`src/rtl/core/ktrt_pkg.sv`:
```
package ktrt_pkg;
   localparam int SLOTS = 32;
   localparam int MAX_REQUESTED = 16;
   localparam int IDX_W = $clog2(SLOTS);
   localparam int CNT_W = $clog2(SLOTS + 1);

   localparam logic [2:0] OP_RESERVE = 3'd0;
   localparam logic [2:0] OP_PEEK    = 3'd1;
   localparam logic [2:0] OP_PUBLISH = 3'd2;
   localparam logic [2:0] OP_SETTLE  = 3'd3;
   localparam logic [2:0] OP_CANCEL  = 3'd4;
   localparam logic [2:0] OP_RESET   = 3'd5;

   typedef struct packed {
      logic [2:0]  opcode;
      logic [63:0] session_key;
      logic [63:0] host_generation;
      logic [63:0] binding_generation;
      logic [31:0] command_number;
      logic [31:0] wave_number;
      logic [31:0] spawner_number;
      logic [7:0]  request_count;
      logic [63:0] ticket_number;
   } req_type;

   typedef struct packed {
      logic        ok;
      logic [63:0] ticket_out;
      logic        published_out;
      logic [31:0] command_out;
      logic [31:0] wave_out;
      logic [31:0] spawner_out;
      logic [7:0]  count_out;
   } rsp_type;

   typedef struct packed {
      logic             load;
      logic             scan_start;
      logic             scan_step;
      logic [IDX_W-1:0] scan_index;
      logic             finish;
   } cmd_type;

   typedef struct packed {
      logic stop_early;
   } status_type;
endpackage

```
`src/rtl/core/ktrt_control.sv`:
```
module ktrt_control (
   input  logic                 clock,
   input  logic                 reset,
   input  logic                 req_tvalid,
   output logic                 req_tready,
   output logic                 rsp_tvalid,
   input  logic                 rsp_tready,
   input  ktrt_pkg::status_type status,
   output ktrt_pkg::cmd_type    cmd
);
   import ktrt_pkg::*;

   localparam logic [1:0] ST_IDLE = 2'd0;
   localparam logic [1:0] ST_SCAN = 2'd1;
   localparam logic [1:0] ST_DONE = 2'd2;

   logic [1:0]       state_ff, state_in;
   logic [CNT_W-1:0] count_ff, count_in;
   logic             out_ff, out_in;
   logic             accept;

   assign req_tready = state_ff == ST_IDLE && !out_ff;
   assign rsp_tvalid = out_ff;
   assign accept = req_tvalid && req_tready;

   always_comb begin
      state_in = state_ff;
      count_in = count_ff;
      out_in = out_ff && !rsp_tready;
      cmd = '0;
      cmd.scan_index = count_ff[IDX_W-1:0];
      unique case (state_ff)
         ST_IDLE: begin
            if (accept) begin
               cmd.load = 1'b1;
               count_in = '0;
               state_in = ST_SCAN;
            end
         end
         ST_SCAN: begin
            cmd.scan_step = count_ff != '0;
            if (count_ff == '0) begin
               cmd.scan_start = 1'b1;
               count_in = CNT_W'(1);
            end else begin
               cmd.scan_index = IDX_W'(count_ff - CNT_W'(1));
               if (count_ff == CNT_W'(SLOTS) || status.stop_early) begin
                  state_in = ST_DONE;
               end else begin
                  count_in = count_ff + CNT_W'(1);
               end
            end
         end
         ST_DONE: begin
            cmd.finish = 1'b1;
            out_in = 1'b1;
            state_in = ST_IDLE;
         end
         default: state_in = ST_IDLE;
      endcase
   end

   always_ff @(posedge clock) begin
      if (reset) begin
         state_ff <= ST_IDLE;
         count_ff <= '0;
         out_ff <= 1'b0;
      end else begin
         state_ff <= state_in;
         count_ff <= count_in;
         out_ff <= out_in;
      end
   end
endmodule

```
`config.mk`:
```
export PLATFORM = sky130hd
export DESIGN_NAME = ktrt_control
export DESIGN_NICKNAME = d
export VERILOG_FILES = /design/src/rtl/core/ktrt_pkg.sv /design/src/rtl/core/ktrt_control.sv
export SDC_FILE = /design/constraint.sdc
export NUM_CORES = 1
export LEC_CHECK = 0
export ABC_AREA = 0
export BUFFER_PORTS_ARGS = -buffer_cell sky130_fd_sc_hd__buf_2
export CORE_AREA = 2 2 39 41
export CTS_BUF_LIST = sky130_fd_sc_hd__clkbuf_8
export DETAILED_ROUTE_END_ITERATION = 7
export DIE_AREA = 0 0 41 43
export GPL_TIMING_DRIVEN = 1
export HOLD_SLACK_MARGIN = 0.15
export PLACE_DENSITY = 0.76
export REMOVE_ABC_BUFFERS = 1
export SYNTH_ARGS = -nofsm -noshare
export SYNTH_HDL_FRONTEND = slang
export SYNTH_SLANG_ARGS = --single-unit
```
`constraint.sdc`:
```
create_clock -name clock -period 2.3 [get_ports clock]
set_clock_uncertainty 0.1 [all_clocks]
set_input_delay 0 -clock clock [delete_from_list [all_inputs] [get_ports clock]]
set_output_delay 0 -clock clock [all_outputs]
set_load 0.02 [all_outputs]
```
==> impl_metrics.json <==
{
  "final_area_um2": 816,
  "tns_ns": 0,
  "met1_usage_pct": 23.6,
  "p_sw_share_pct": 31.5,
  "placed_cells": 103,
  "clkLatencyLatePin_ns": 0.23,
  "reg2reg_depth": 6,
  "ys.flop_type": "dfxtp_1",
  "ys_types": 34,
  "core_mm2": 0.00138,
  "tightest_slew_ns": 0.587,
  "wl_per_cell_um": 13.0,
  "cp.arrival_ns": 2.28,
  "post-route-min-period_ns": 2.21,
  "avgSynthCellArea_um2": 8.34,
  "postRouteAntennaNets": 0,
  "cts_sinks": 9,
  "synth_most_common_cell": "dfxtp_1",
  "cts_buffer_depth": 2,
  "max_freq_ghz": 0.453,
  "cap_violations": 0,
  "endpoint": "state_ff[0]",
  "port_buffers": 15,
  "path_clk_slew_ns": 0.05,
  "synthXorXnorAreaFrac_pct": 1.35,
  "synthAdderAreaFrac_pct": 5.77,
  "final-hold-violation-count": 0,
  "grt_pass1_wl_um": 2320,
  "netSwitchingPower_w": 0.000160,
  "ys_warn_count": 0,
  "worstPathMaxFanout": 7,
  "vias": 636,
  "numCtsBuffers": 3,
  "grt_pass1_vias": 577,
  "power_frac_seq_pct": 34.2,
  "slew_violations": 0,
  "synth_simple_gate_area_share_pct": 32.5,
  "p_clk_share_pct": 34.7,
  "crit_path_start": "count_ff[1]",
  "power.total_w": 0.000509,
  "overflow": 0,
  "min_path_type": "reg2reg",
  "hpwl_um": 1040,
  "timing.rr.end": "state_ff[0]",
  "rrSetupSlack_ns": 0.09,
  "synth-seq-cells": 9,
  "root_buffer": "clkbuf_8",
  "synth_mux_area_share_pct": 6.73,
  "grt_util_met3_pct": 6.28,
  "top_usage_layer": "met2",
  "power_density_mw_per_mm2": 624,
  "hold_start": "count_ff[0]",
  "slew_headroom_pct": 60.8,
  "p_leak_nw": 0.411,
  "use_met2_pct": 30.3,
  "area_growth_pct": 25.4,
  "cts_setup_buffers": 0,
  "grt_antenna_before_repair": 0,
  "grt_max_degree": 11,
  "via_per_inst": 5.63,
  "yosys.area.top_type": "dfxtp_1",
  "htreeDepth": 1,
  "die_w_um": 41,
  "num_io_pins": 16,
  "peakVddDrop_mv": 0.417,
  "grt_setup_unrepaired": "false",
  "synth_compound_area_share_pct": 17.1,
  "row_count": 14,
  "crit_path_end_kind": "flip-flop",
  "dr.pass1.iters": 6,
  "synth_top_area_share_pct": 27.7,
  "critPathKind": "reg2reg",
  "async_flop_share_pct": 0,
  "final_nets": 106,
  "placed_cell_area_um2": 707,
  "cp.required_ns": 2.37,
  "drc": 2,
  "seq_area_frac_synth_pct": 27.7,
  "stdcell_count": 113,
  "setup_viol": 0,
  "tritoncts": "yes",
  "postSynthCellCount": 78,
  "rr_startpoint": "count_ff[1]",
  "violations": "design-rule violations",
  "p_int_w": 0.000349,
  "netlist_area_um2": 651,
  "wirelength_um": 1460,
  "status": "finished with violations",
  "grt_use_total_pct": 19.5,
  "first_iter_violations": 15,
  "synth_top_family_by_area": "simple AND/OR/NAND/NOR gates",
  "start_util_pct": 47.0,
  "die_h_um": 43,
  "drive_gt1_share_pct": 26.8,
  "p_comb_share_pct": 31.1,
  "period_share_pct": 95.9,
  "worstSetupStartpointType": "flip-flop",
  "synth_commonest_cells": "9 x dfxtp_1, 7 x nor3_1, 6 x nor2_1",
  "synth_edf_count": 0,
  "yosys-top-cells-area": "dfxtp_1 28%, ha_1 5.8%, nor3_1 5.4%",
  "diodes": 0,
  "die-area_mm2": 0.00176,
  "globalplace.congestion": 0.874
}
[state kept, by name (all words and copies together) (netlist names)]
signal      cells
state_ff        2
count_ff        6
rsp_tvalid      1
[worst max-delay path, stage by stage, from the launching register on]
cell and delay, ns:
dfxtp_1 0.35, inv_2 0.09, ha_1 0.14, or4b_4 0.52, mux2i_4 0.23, a21oi_1 0.16, dlygate4sd3_1 0.55
[per-stage QoR]
| stage | worst slack (ns) | util, % | hold WS, ns |
|---|---|---|---|
| final | 0.0948 | 59.0 | 0.465 |
| after global routing | 0.0135 | 59.0 | 0.506 |
| after CTS | 0.0489 | 58.9 | 0.466 |
| after detailed placement | 0.233 | 51.1 | 0.168 |
| after global placement | 0.289 | 51.1 | 0.158 |
| after floorplan | 0.331 | - | -0.0309 |
[final cells by class]
cell class	instances	area, µm²
inverters	5	18.8
well taps	16	20.0
multi-input cells	58	415
fillers	124	568
repair buffers	21	135
clock inverters	1	3.75
clock buffers	3	41.3
flip-flops and latches	9	181
[cell usage in the layout (no fill, tap or decap), types with 3 or more instances in the layout]
cell / netlist / routed
nand2_1: 3 / 3
clkbuf_8: 0 / 3
a21o_1: 4 / 4
nand3_1: 4 / 4
nor2_1: 6 / 5
nor3_1: 7 / 7
dlygate4sd3_1: 0 / 6
inv_1: 5 / 4
dfxtp_1: 9 / 8
buf_2: 1 / 15
ha_1: 3 / 3
nor2b_1: 4 / 4
[worst min-delay path by stage]
stage / cells after the start / slack (ns) / endpoint
after detailed placement: 2 / 0.17 / count_ff[5]
after floorplan: 1 / -0.03 / state_ff[0]
after global routing: 3 / 0.51 / count_ff[5]
after global placement: 2 / 0.16 / count_ff[5]
after CTS: 3 / 0.47 / count_ff[5]
final: 1 / 0.47 / count_ff[0]
[power groups by stage]
stage	sequential [W]	clock, W	combinational [W]
floorplan	0.000174	0	0.000110
global route	0.000175	0.000191	0.000171
global placement	0.000175	0	0.000147
detailed placement	0.000175	0	0.000148
CTS	0.000173	0.000182	0.000159
finish	0.000174	0.000177	0.000158
[what timing repair did]
item / in CTS / in global routing
endpoints found under the hold margin: 6 / 0
hold buffers: 6 / 0
gates cloned: 0 / 0
setup endpoints to repair: 1 / 3
gates resized for setup: 1 / 3
[metal layers]
layer / vias up / routed length (µm)
met2: 30 / 721
met5: - / 0
met3: 4 / 93
li1: 318 / -
met1: 284 / 628
met4: 0 / 21
[cell families (layout without fill, tap and decap cells)]
group,count (synthesis),in the layout
flip-flops,9,9
adder cells (fa/ha/maj),3,3
AND/OR/NAND/NOR,35,35
XOR/XNOR,1,1
buffers and inverters,11,30
multiplexers,3,3
AO/OA/AOI/OAI,16,16
Note: power is estimated with default switching activity, not from simulation.
